$ cat config.mk
export PLATFORM = sky130hd
export DESIGN_NAME = integer_square_root_top
export DESIGN_NICKNAME = d
export VERILOG_FILES = /design/src/sv/isqrt_pkg.sv /design/src/sv/integer_square_root_top.sv /design/src/sv/isqrt_ctrl.sv /design/src/sv/isqrt_dp.sv
export SDC_FILE = /design/constraint.sdc
export NUM_CORES = 1
export LEC_CHECK = 0
export BUFFER_PORTS_ARGS = -buffer_cell sky130_fd_sc_hd__buf_4
export CAP_MARGIN = 20
export CORE_MARGIN = 2
export CORE_UTILIZATION = 61
export CTS_BUF_LIST = sky130_fd_sc_hd__clkbuf_4 sky130_fd_sc_hd__clkbuf_8
export CTS_CLUSTER_SIZE = 10
export DETAILED_ROUTE_END_ITERATION = 6
export PLACE_DENSITY = 0.83
export SYNTH_ARGS = -nofsm -noshare
export SYNTH_HDL_FRONTEND = slang
export SYNTH_HIERARCHICAL = 1
export SYNTH_SLANG_ARGS = --single-unit
$ cat constraint.sdc
create_clock -name clk -period 5.3 [get_ports clk]
set_clock_uncertainty 0.15 [all_clocks]
set_input_delay 0 -clock clk [delete_from_list [all_inputs] [get_ports clk]]
set_output_delay 0 -clock clk [all_outputs]
set_load 0.03 [all_outputs]
$ cat src/sv/isqrt_pkg.sv
`timescale 1ns / 1ps

package isqrt_pkg;

	// Default root width; the operand is twice as wide
	localparam int ROOT_WIDTH_DEF = 64;

	// Width of the fixed operand and result ports
	localparam int PORT_WIDTH = 64;

	// Commands from controller to datapath
	typedef struct packed {
		logic load;     // take a new operand, clear root and remainder
		logic step;     // settle one root bit
		logic capture;  // move the root into the output register
	} cmd_t;

endpackage

$ cat src/sv/integer_square_root_top.sv
// Integer square root of a 2*ROOT_WIDTH-bit unsigned operand, one root bit per cycle.
// Each item is loaded while idle and then stepped through its root bits; in_stall is high outside idle.
// A finished result waits in an output register while the next item is taken.
// Reset (arst_n low, asynchronous) empties the controller; data registers are not reset.
`timescale 1ns / 1ps

module integer_square_root_top #(
	parameter int ROOT_WIDTH = isqrt_pkg::ROOT_WIDTH_DEF
) (
	input  logic                              clk,
	input  logic                              arst_n,
	input  logic                              in_valid,
	output logic                              in_stall,
	input  logic [isqrt_pkg::PORT_WIDTH-1:0]  value_high,
	input  logic [isqrt_pkg::PORT_WIDTH-1:0]  value_low,
	output logic                              out_valid,
	input  logic                              out_stall,
	output logic [isqrt_pkg::PORT_WIDTH-1:0]  root
);

	isqrt_pkg::cmd_t cmd;

	// Sequencer
	isqrt_ctrl #(
		.ROOT_WIDTH(ROOT_WIDTH)
	) u_ctrl (
		.clk       (clk),
		.arst_n    (arst_n),
		.in_valid  (in_valid),
		.in_stall  (in_stall),
		.out_valid (out_valid),
		.out_stall (out_stall),
		.cmd       (cmd)
	);

	// Root and remainder registers
	isqrt_dp #(
		.ROOT_WIDTH(ROOT_WIDTH)
	) u_dp (
		.clk        (clk),
		.cmd        (cmd),
		.value_high (value_high),
		.value_low  (value_low),
		.root       (root)
	);

endmodule

$ cat src/sv/isqrt_ctrl.sv
`timescale 1ns / 1ps

module isqrt_ctrl #(
	parameter int ROOT_WIDTH = isqrt_pkg::ROOT_WIDTH_DEF
) (
	input  logic              clk,
	input  logic              arst_n,
	input  logic              in_valid,
	output logic              in_stall,
	output logic              out_valid,
	input  logic              out_stall,
	output isqrt_pkg::cmd_t   cmd
);

	localparam int CW = $clog2(ROOT_WIDTH);

	localparam logic [1:0] S_IDLE = 2'd0;
	localparam logic [1:0] S_RUN  = 2'd1;
	localparam logic [1:0] S_HOLD = 2'd2;

	logic [1:0]    state_q;
	logic [1:0]    state_d;
	logic [CW-1:0] cnt_q;
	logic          out_valid_q;
	logic          out_free;
	logic          last;

	// Output register is free when empty or being taken this cycle
	assign out_free = !out_valid_q || !out_stall;
	assign last     = (cnt_q == '0);
	assign in_stall = (state_q != S_IDLE);
	assign out_valid = out_valid_q;

	// Command decode
	always_comb begin
		cmd.load    = in_valid && (state_q == S_IDLE);
		cmd.step    = (state_q == S_RUN);
		cmd.capture = ((state_q == S_RUN) && last && out_free) ||
		              ((state_q == S_HOLD) && out_free);
	end

	// Next state
	always_comb begin
		state_d = state_q;
		unique case (state_q)
			S_IDLE: begin
				if (cmd.load) state_d = S_RUN;
			end
			S_RUN: begin
				if (last) state_d = out_free ? S_IDLE : S_HOLD;
			end
			S_HOLD: begin
				if (out_free) state_d = S_IDLE;
			end
			default: state_d = S_IDLE;
		endcase
	end

	// State, bit counter, output valid
	always_ff @(posedge clk or negedge arst_n) begin
		if (!arst_n) begin
			state_q     <= S_IDLE;
			cnt_q       <= '0;
			out_valid_q <= 1'b0;
		end else begin
			state_q <= state_d;
			if (cmd.load) begin
				cnt_q <= CW'(ROOT_WIDTH - 1);
			end else if (cmd.step && !last) begin
				cnt_q <= cnt_q - 1'b1;
			end
			if (cmd.capture) begin
				out_valid_q <= 1'b1;
			end else if (!out_stall) begin
				out_valid_q <= 1'b0;
			end
		end
	end

	// A capture never overwrites a result still waiting
	a_capture_free: assert property (@(posedge clk) disable iff (!arst_n)
		cmd.capture |-> (!out_valid_q || !out_stall))
		else $error("capture over a pending result");

	// A new item starts a full bit sweep
	a_load_start: assert property (@(posedge clk) disable iff (!arst_n)
		cmd.load |=> (state_q == S_RUN) && (cnt_q == CW'(ROOT_WIDTH - 1)))
		else $error("load did not start the sweep");

	// Holding only happens behind a waiting result
	a_hold_pending: assert property (@(posedge clk) disable iff (!arst_n)
		(state_q == S_HOLD) |-> out_valid_q)
		else $error("hold state without pending result");

endmodule

$ cat src/sv/isqrt_dp.sv
`timescale 1ns / 1ps

module isqrt_dp #(
	parameter int ROOT_WIDTH = isqrt_pkg::ROOT_WIDTH_DEF
) (
	input  logic                              clk,
	input  isqrt_pkg::cmd_t                   cmd,
	input  logic [isqrt_pkg::PORT_WIDTH-1:0]  value_high,
	input  logic [isqrt_pkg::PORT_WIDTH-1:0]  value_low,
	output logic [isqrt_pkg::PORT_WIDTH-1:0]  root
);

	localparam int RW = ROOT_WIDTH;
	localparam int OW = 2 * ROOT_WIDTH;

	logic [2*isqrt_pkg::PORT_WIDTH-1:0] operand;
	logic [OW-1:0]   op_q;
	logic [RW:0]     rem_q;
	logic [RW-1:0]   root_q;
	logic [RW-1:0]   out_root_q;
	logic [RW+2:0]   shifted;
	logic [RW+2:0]   trial_sub;
	logic [RW+2:0]   diff;
	logic            keep;
	logic [RW:0]     rem_d;
	logic [RW-1:0]   root_d;

	// Bits above twice the root width are dropped
	assign operand = {value_high, value_low};

	// One restoring step: bring in two operand bits, try root*4+1
	always_comb begin
		shifted   = {rem_q, op_q[OW-1 -: 2]};
		trial_sub = {1'b0, root_q, 2'b01};
		diff      = shifted - trial_sub;
		keep      = (shifted >= trial_sub);
		rem_d     = keep ? diff[RW:0] : shifted[RW:0];
		root_d    = {root_q[RW-2:0], keep};
	end

	// Working registers and output register
	always_ff @(posedge clk) begin
		if (cmd.load) begin
			op_q   <= operand[OW-1:0];
			rem_q  <= '0;
			root_q <= '0;
		end else if (cmd.step) begin
			op_q   <= {op_q[OW-3:0], 2'b00};
			rem_q  <= rem_d;
			root_q <= root_d;
		end
		if (cmd.capture) begin
			out_root_q <= cmd.step ? root_d : root_q;
		end
	end

	assign root = isqrt_pkg::PORT_WIDTH'(out_root_q);

endmodule

# Word level (Yosys, flattened, before mapping)
# Cells that the tools add are included.
# word_totals
register_bits,330
latchBits,0
mem_bits_rw,0
romBits,0
input_bits,132
out_inout_bits,66
wordCells,45
memories,0
# classes
add_sub_neg,2
mul,0
n_div,0
magnitude_cmp,1
eq_ne,6
shifts,0
muxes,13
n_bitwise,0
reduce_logical,16
# ops
cell,n
$mux 128,2
$ge 67x66->1,1
$mux 65,1
$sub 65x65->65,1
$mux 64,1
$mux 6,2
$mux 2,4
$logic_not 6->1,1
$pmux 2 s3,1
$reduce_bool 2->1,3
$sub 6x1->6 const B,1
$logic_and 1x1->1,5
$ne 2x1->1 const B,2
$ne 2x2->1 const B,2
$logic_not 1->1,3
$reduce_and 3->1,1
$eq 2x1->1 const B,1
$eq 2x2->1 const B,1
$logic_not 2->1,1
$logic_or 1x1->1,2
$mux 1,2

# Longest topological paths before layout
# Gate-level depths: netlist of run 1.
# depth
depth_word,5
depth_mapped,16
ltp_nobuf,12

# Hierarchy
# The synthesis of run 1 kept the hierarchy.
# by_module_without_submodules
module,n_inst,cells_each,area_per_inst_um2,seq_area_each_um2
isqrt_dp,1,1625,16577.1,8348.0
isqrt_ctrl,1,51,488.0,225.2

# Least setup slack after synthesis of run 1
# Ideal clock, no wire load.
# synth_path
path_kind,register -> register
startpoint,register u_ctrl.cnt_q[0]
endpoint,"register u_dp.out_root_q[0] (netlist: u_dp/root[0]), enable pin"
setup_time_ns,0.507
t_arrival_ns,4.087
required_ns,4.643
setup_slack_ns,0.557
stages_incl_launch_ff,6
n_path_buf,0
period_less_slack_ns,4.743
cell_sequence,dfrtp_1 > inv_1 > ha_1 > nor2b_1 > a31oi_1 > a21oi_1
# synth_lines
element,line,source
"start, declared",isqrt_ctrl.sv:23,logic [CW-1:0] cnt_q;
"start signal, assigned",isqrt_ctrl.sv:68,cnt_q <= CW'(ROOT_WIDTH - 1);
"start signal, assigned",isqrt_ctrl.sv:70,cnt_q <= cnt_q - 1'b1;
"end signal, assigned",isqrt_dp.sv:53,out_root_q <= cmd.step ? root_d : root_q;
"end, declared",isqrt_dp.sv:20,logic [RW-1:0] out_root_q;

# Worst setup path after layout of run 1
# layout_path
startpoint,register u_dp.root_q[2]
endpoint,register u_dp.rem_q[18]
# layout_via
elab_chain_cells,2
elab_cells_between_ends,3
cone_classes,add/sub (1); order compare (1); mux (1)
# layout_rtl
element,line,source
"start, declared",isqrt_dp.sv:19,logic [RW-1:0] root_q;
"start signal, assigned",isqrt_dp.sv:50,root_q <= root_d;
$sub 65x65->65 or $ge 67x66->1 (tied branches),"isqrt_dp.sv:35, isqrt_dp.sv:36",
$mux 65 (*),isqrt_dp.sv:37,rem_d = keep ? diff[RW:0] : shifted[RW:0];
"end signal, assigned",isqrt_dp.sv:49,rem_q <= rem_d;
"end, declared",isqrt_dp.sv:18,logic [RW:0] rem_q;
# Mark *: on every way between the ends. The rest lies on a longest branch, timed or not.
# A chain may end at the register's enable or synchronous reset.

==> results.cfg, run 1 <==
[min_path]
hold_class = in2reg

[power]
peakVddDrop_mv = 0.2937
finalPower_w = 0.005330
powerDensity_mw_per_mm2 = 250.1
p_leak_nw = 9.550

[logic_synthesis]
synth.cell_area_mm2 = 0.01707
syn_inst = 1676
avgSynthCellArea_um2 = 10.18
yosysWarnings = 6
synth_nets = 1876
synth.distinct_cells = 76
synth-async-reset-ratio_pct = 2.727
synth-edff-count = 192
synth_seq_cells = 330
synth-main-ff-cell = edfxtp_1
synth_seq_area_share_pct = 50.24

[sta]
setup_tns_ns = 0
max_freq_mhz = 218.5
maxSlewHeadroom_pct = 32.33
final_hold_viol_count = 0
fin_crit_ns = 4.577
rsz0062_at_grt = false
tightestPinTransition_ns = 1.014
finalCritPeriodShare_pct = 86.37
setup_viol = 0
slew_violations = 0

[placed_design]
dp_hpwl_um = 28260
dp_cells = 2172
gp_congestion = 0.9443
port_buffers = 197

[worst_setup_path]
required_ns = 5.62
crit_buf_inv = 2
crit_chain = inv_1 > ha_1 > o21a_1 > a2bb2oi_1 > and3_1 > o21ai_2 > a211oi_1 > o2111a_1 > o311a_1 > or2_1 > buf_4 > nor2_1 > a2111oi_0
critPathSlowestCell = or2_1
critical-path-top-delay-family = compound AO/OA/AOI/OAI gates
critPathKind = reg2reg
startpoint_type = register
crit_fanout = 28
end_kind = register
max_stage_delay_ns = 0.54
worst_ep_arrival_time_ns = 4.90

[cells_and_area]
area_growth_pct = 24.87
final_cells = 2410
fill_cells = 1674
final_layout_size_suffix_gt1_share_pct = 22.76
nets = 2183

[clock_tree]
clockBufferDepth = 3
clock_latency_ns = 0.63
cts_buffers = 55
clock_sinks = 330
cts.repair.resized = 0
cts_setup_buffers = 0
cts_hold_buf = 132
root_buffer = clkbuf_8
cts_htree_levels = 2
clk_pin_slew_ns = 0.07
cts_tree = done

[route]
viasPerCell = 6.108
postRouteWirelength_um = 50500
ant_nets = 0
vias = 14721
firstDrtPassIters = 5
wl_per_cell_um = 20.95
route.detailed.drc = 0
drt-initial-drc-count = 1440

[die]
coreArea_mm2 = 0.02763
dieArea_mm2 = 0.02933
io_pins = 198
die_w_um = 171.3
die_h_um = 171.3
start_util_pct = 61.77
rows = 61

[global_route]
antenna_found_initial = 2
grt_use_total_pct = 34.25
grt_max_degree = 110
grt_pass1_vias = 14308
grt_pass1_wl_um = 78640
grt_overflow = 0

[job]
drv_cap = 0

[run_status]
status = finished clean
==> logic make-up after synthesis <==
logic type / Yosys count / synth area share [%]
and+or+nand+nor: 557 / 15.26
AOI/OAI and AO/OA: 365 / 14.22
DFF: 330 / 50.24
buffers and inverters: 173 / 4.018
muxes: 132 / 8.666
adders and majority gates: 68 / 4.986
xor gates and xnor gates: 51 / 2.617
==> area by class of cell <==
class | count | area (um^2) | area share, %
sequential | 330 | 8573 | 40.23
timing repair buffer | 342 | 2923 | 13.72
inverter | 81 | 311.5 | 1.462
antenna | 2 | 5.005 | 0.02349
clock inverter | 19 | 153.9 | 0.7222
multi-input combinational | 1173 | 7825 | 36.72
clock buffer | 85 | 1045 | 4.903
tap | 378 | 473.0 | 2.219
==> sequential cells by signal, summed over array words and instances (netlist names) <==
register	count
u_dp/op_q	128
u_dp/rem_q	65
u_dp/root	64
u_dp/root_q	64
u_ctrl/cnt_q	6
u_ctrl/state_q	2
u_ctrl/out_valid	1
==> per-layer routing <==
layer	wire, um	global-route usage (%)
met1	20100	43.15
met2	24160	58.27
met3	4429	7.731
met4	1805	11.86
met5	0	0
==> cells in the final DEF (no fill, tap or decap), drive strengths merged, types with 20 or more instances in the layout <==
cell type | netlist | final
a21o | 26 | 26
a21oi | 69 | 69
a311oi | 42 | 42
and2 | 76 | 76
buf | 17 | 210
clkbuf | 75 | 85
dfxtp | 129 | 129
dlygate4sd3 | 0 | 132
edfxtp | 192 | 192
ha | 68 | 68
inv | 80 | 81
mux2 | 126 | 126
nand2 | 226 | 226
nand3 | 32 | 32
nand4 | 20 | 20
nor2 | 104 | 104
nor3 | 32 | 32
o21ai | 117 | 117
xnor2 | 29 | 29
xor2 | 22 | 22
==> cell usage after synthesis (4+ instances only) <==
cell type  count  area share (%)
a2111oi_0      4            0.21
a211oi_1      10            0.44
a21boi_0       4            0.18
a21o_1        26             1.1
a21oi_1       69             2.0
a311oi_1      42             2.2
a31o_2         4            0.21
a31oi_1        9            0.33
a32oi_1        7            0.36
and2_1        75             2.7
and3_1        17            0.62
buf_1          4           0.088
buf_2          8            0.23
clkbuf_1      75             1.6
dfrtp_1        9             1.3
dfxtp_1      129              15
edfxtp_1     192              34
ha_1          68             5.0
inv_1         80             1.8
mux2_2       126             8.3
mux2i_1        6            0.35
nand2_1      226             5.0
nand2b_1       8            0.29
nand3_1       32            0.94
nand4_1       20            0.73
nor2_1       103             2.3
nor2b_1        8            0.29
nor3_1        32            0.94
nor4_1         9            0.33
o211ai_1       5            0.22
o21a_1        10            0.44
o21ai_0      112             3.3
o21bai_1       6            0.26
o311a_1        4            0.23
o311ai_0       7            0.36
o31ai_1        6            0.26
or2_2          7            0.26
or3_1          6            0.22
xnor2_1       29             1.5
xor2_1        22             1.1
==> worst register-to-register path, delay by kind of cell (launching register included) <==
kind | cells | cell delay (ns)
AO/OA/AOI/OAI | 7 | 2.10
adder cells (fa/ha/maj) | 1 | 0.36
buffers and inverters | 2 | 0.53
flip-flops | 1 | 0.35
AND/OR/NAND/NOR | 3 | 0.93
==> power by group <==
| group | switching [W] | internal, W |
|---|---|---|
| clock | 0.00115 | 0.00132 |
| combinational | 0.0000459 | 0.000125 |
| sequential | 0.0000000000000000000532 | 0.00268 |
==> path summary, 6_finish.rpt <==
| kind | startpoint | end | slack [ns] | cells past startpoint |
|---|---|---|---|---|
| max in group asynchronous | arst_n | u_ctrl/state_q[0] | 4.44 | 3 |
| setup reg to reg | u_dp/root_q[2] | u_dp/rem_q[18] | 0.72 | 13 |
| min in group asynchronous | arst_n | u_ctrl/cnt_q[0] | 0.24 | 3 |
| setup / recovery | u_dp/root_q[2] | u_dp/rem_q[18] | 0.72 | 13 |
| hold / removal | value_low[32] | u_dp/op_q[32] | 0.07 | 3 |
| hold reg to reg | u_dp/rem_q[63] | u_dp/rem_q[63] | 0.34 | 2 |
==> stage by stage <==
step                setup WS (ns)  cell area (um^2)  util, %  hold slack (ns)
floorplan                  0.5565             17070        -          -0.4456
global placement            1.138             18780    67.99          -0.3215
detailed placement         0.9608             18780    67.99          -0.3196
CTS                        0.8984             21300    77.11          0.01156
global route               0.3569             21310    77.13          0.06513
finish                     0.7226             21310    77.13          0.07122
Note: power is estimated with default switching activity, not from simulation.
==> inputs of run 2 (changes only) <==
- CELL_PAD_IN_SITES_DETAIL_PLACEMENT: not set -> 0
- CELL_PAD_IN_SITES_GLOBAL_PLACEMENT: not set -> 1
- CORE_UTILIZATION: 61 -> 48
- PLACE_DENSITY: 0.83 -> not set
- PLACE_DENSITY_LB_ADDON: not set -> 0.1
==> run 2 against run 1 <==
  * Count of clock-buffer cells in the layout grew 2
  * First-iteration DRC count is 32% lower
  * Setup slack better by 0.39 ns
  * Combinational power is essentially flat
  * Clock power rose by 2%
  * Critical endpoint is now u_dp/rem_q[22]
  * Cell area up 1.4%
  * Largest power group unchanged
  * Register-to-register slack improved by 0.39 ns
  * Via count fell by 7.2%
  * Routed wire length decreased by 12%
  * Power is 0.83% higher
  * Die area increased by 26%
  * Non-clock buffer count grew 12
==> results.cfg, run 2 (same netlist as run 1, synthesis figures left out) <==
[sta]
finalWorstSetupSlack_ns = 1.112
max_freq_mhz = 238.8
rsz0062_at_grt = false
slew_violations = 0
setup_viol = 0
setup_tns_ns = 0
maxSlewHeadroom_pct = 31.16
tightestPinTransition_ns = 1.030
fin_crit_ns = 4.188
finalCritPeriodShare_pct = 79.01
final_hold_viol_count = 0

[power]
peakVddDrop_mv = 0.3196
p_leak_nw = 9.626
finalPower_w = 0.005375
powerDensity_mw_per_mm2 = 248.8

[worst_setup_path]
worst_ep_arrival_time_ns = 4.57
required_ns = 5.68
critPathKind = reg2reg
crit_fanout = 23
end_kind = register
startpoint_type = register

[die]
die_w_um = 192.6
die_h_um = 192.6
coreArea_mm2 = 0.03531
io_pins = 198
dieArea_mm2 = 0.03708
start_util_pct = 48.33
rows = 69

[route]
postRouteWirelength_um = 44450
route.detailed.drc = 0
ant_nets = 0
vias = 13668
drt-initial-drc-count = 973
viasPerCell = 5.467
wl_per_cell_um = 17.78
firstDrtPassIters = 5

[clock_tree]
cts_htree_levels = 2
clock_latency_ns = 0.63
cts_tree = done
cts_buffers = 54
cts.repair.resized = 0
clock_sinks = 330
clockBufferDepth = 3
cts_setup_buffers = 0
clk_pin_slew_ns = 0.06
root_buffer = clkbuf_8

[placed_design]
place_area_mm2 = 0.01891
dp_hpwl_um = 28560
gp_congestion = 0.8697
port_buffers = 197
post-place-ws_ns = 1.141
dp_cells = 2255

[cells_and_area]
reg_top3 = u_dp/op_q x128, u_dp/rem_q x65
top_register = u_dp/op_q
insertedDiodeCount = 0
final_cells = 2500
final_common_cell = nand2_1
fin_area_mm2 = 0.02161
nets = 2194
largest_reg_flops = 128
layout_common_cells = 226 x nand2_1, 206 x buf_4, 192 x edfxtp_1
multi_input_area_mm2 = 0.007825
final_layout_size_suffix_gt1_share_pct = 22.46
area_growth_pct = 26.61
register_area_mm2 = 0.008573
fill_cells = 2871

[global_route]
grt_pass1_wl_um = 70870
grt_max_degree = 156
grt_pass1_vias = 13571
grt_overflow = 0
antenna_found_initial = 1
grt_use_total_pct = 24.05

[min_path]
hold_class = in2reg

[run_status]
status = finished clean

[job]
drv_cap = 0
run 2: changes by cell type in the layout (fill, tap and decap cells not counted), sizes merged:
cell	change
dlygate4sd3	+12
clkbuf	+2
diode	-2
clkinv	-5
bufinv	+2
inv	-2
run 2: final cells by class:
class / count / area share [%]
Clock buffer: 87 / 5.021
Clock inverter: 14 / 0.7702
Timing Repair Buffer: 354 / 14.20
Inverter: 81 / 1.442
Multi-Input combinational cell: 1173 / 36.22
Tap cell: 461 / 2.670
Sequential cell: 330 / 39.68
run 2: final timing paths:
| kind | from | to | slack [ns] | cells after the start |
|---|---|---|---|---|
| min in group asynchronous | arst_n | u_ctrl/cnt_q[3] | 0.24 | 3 |
| hold / removal | value_low[47] | u_dp/op_q[47] | 0.06 | 3 |
| setup / recovery | u_dp/root_q[5] | u_dp/rem_q[22] | 1.11 | 13 |
| setup reg to reg | u_dp/root_q[5] | u_dp/rem_q[22] | 1.11 | 13 |
| hold reg to reg | u_dp/rem_q[63] | u_dp/rem_q[63] | 0.32 | 2 |
| max in group asynchronous | arst_n | u_ctrl/cnt_q[5] | 4.45 | 3 |
run 2: where the power goes:
part | internal, W | switching (W)
clock network | 0.00145 | 0.00107
logic | 0.000130 | 0.0000394
registers | 0.00268 | 0.0000000000000000000425
total | 0.00426 | 0.00111
run 2: what timing repair did:
item | 4_1_cts | 5_1_grt
hold buffers | 144 | 0
hold endpoints to repair | 177 | 0
endpoints found under the setup margin | 0 | 0
run 2: critical path: stages, from the launching register on:
cell and delay [ns]:
dfxtp_1 0.33, inv_1 0.05, ha_1 0.37, and2_4 0.21, a221o_1 0.35, a31o_1 0.27, o21ai_2 0.18, a211oi_1 0.17
o2111a_1 0.29, o311a_1 0.43, nor2_4 0.56, buf_4 0.37, nand2_1 0.09, a311oi_1 0.27
run 2: through the flow:
step	hold slack, ns	utilization [%]
finish	0.06207	61.19
global route	0.04043	61.19
CTS	0.0002403	61.19
detailed placement	-0.3118	53.56
global placement	-0.3168	53.56
floorplan	-0.4456	-
run 2: routing by layer:
layer | up-vias | track usage [%] | part of all wire (%)
li1 | 6731 | - | -
met1 | 6492 | 31.95 | 45
met2 | 371 | 38.89 | 47
met3 | 72 | 5.419 | 6.0
met4 | 2 | 7.957 | 2.2
met5 | - | 0 | 0.036
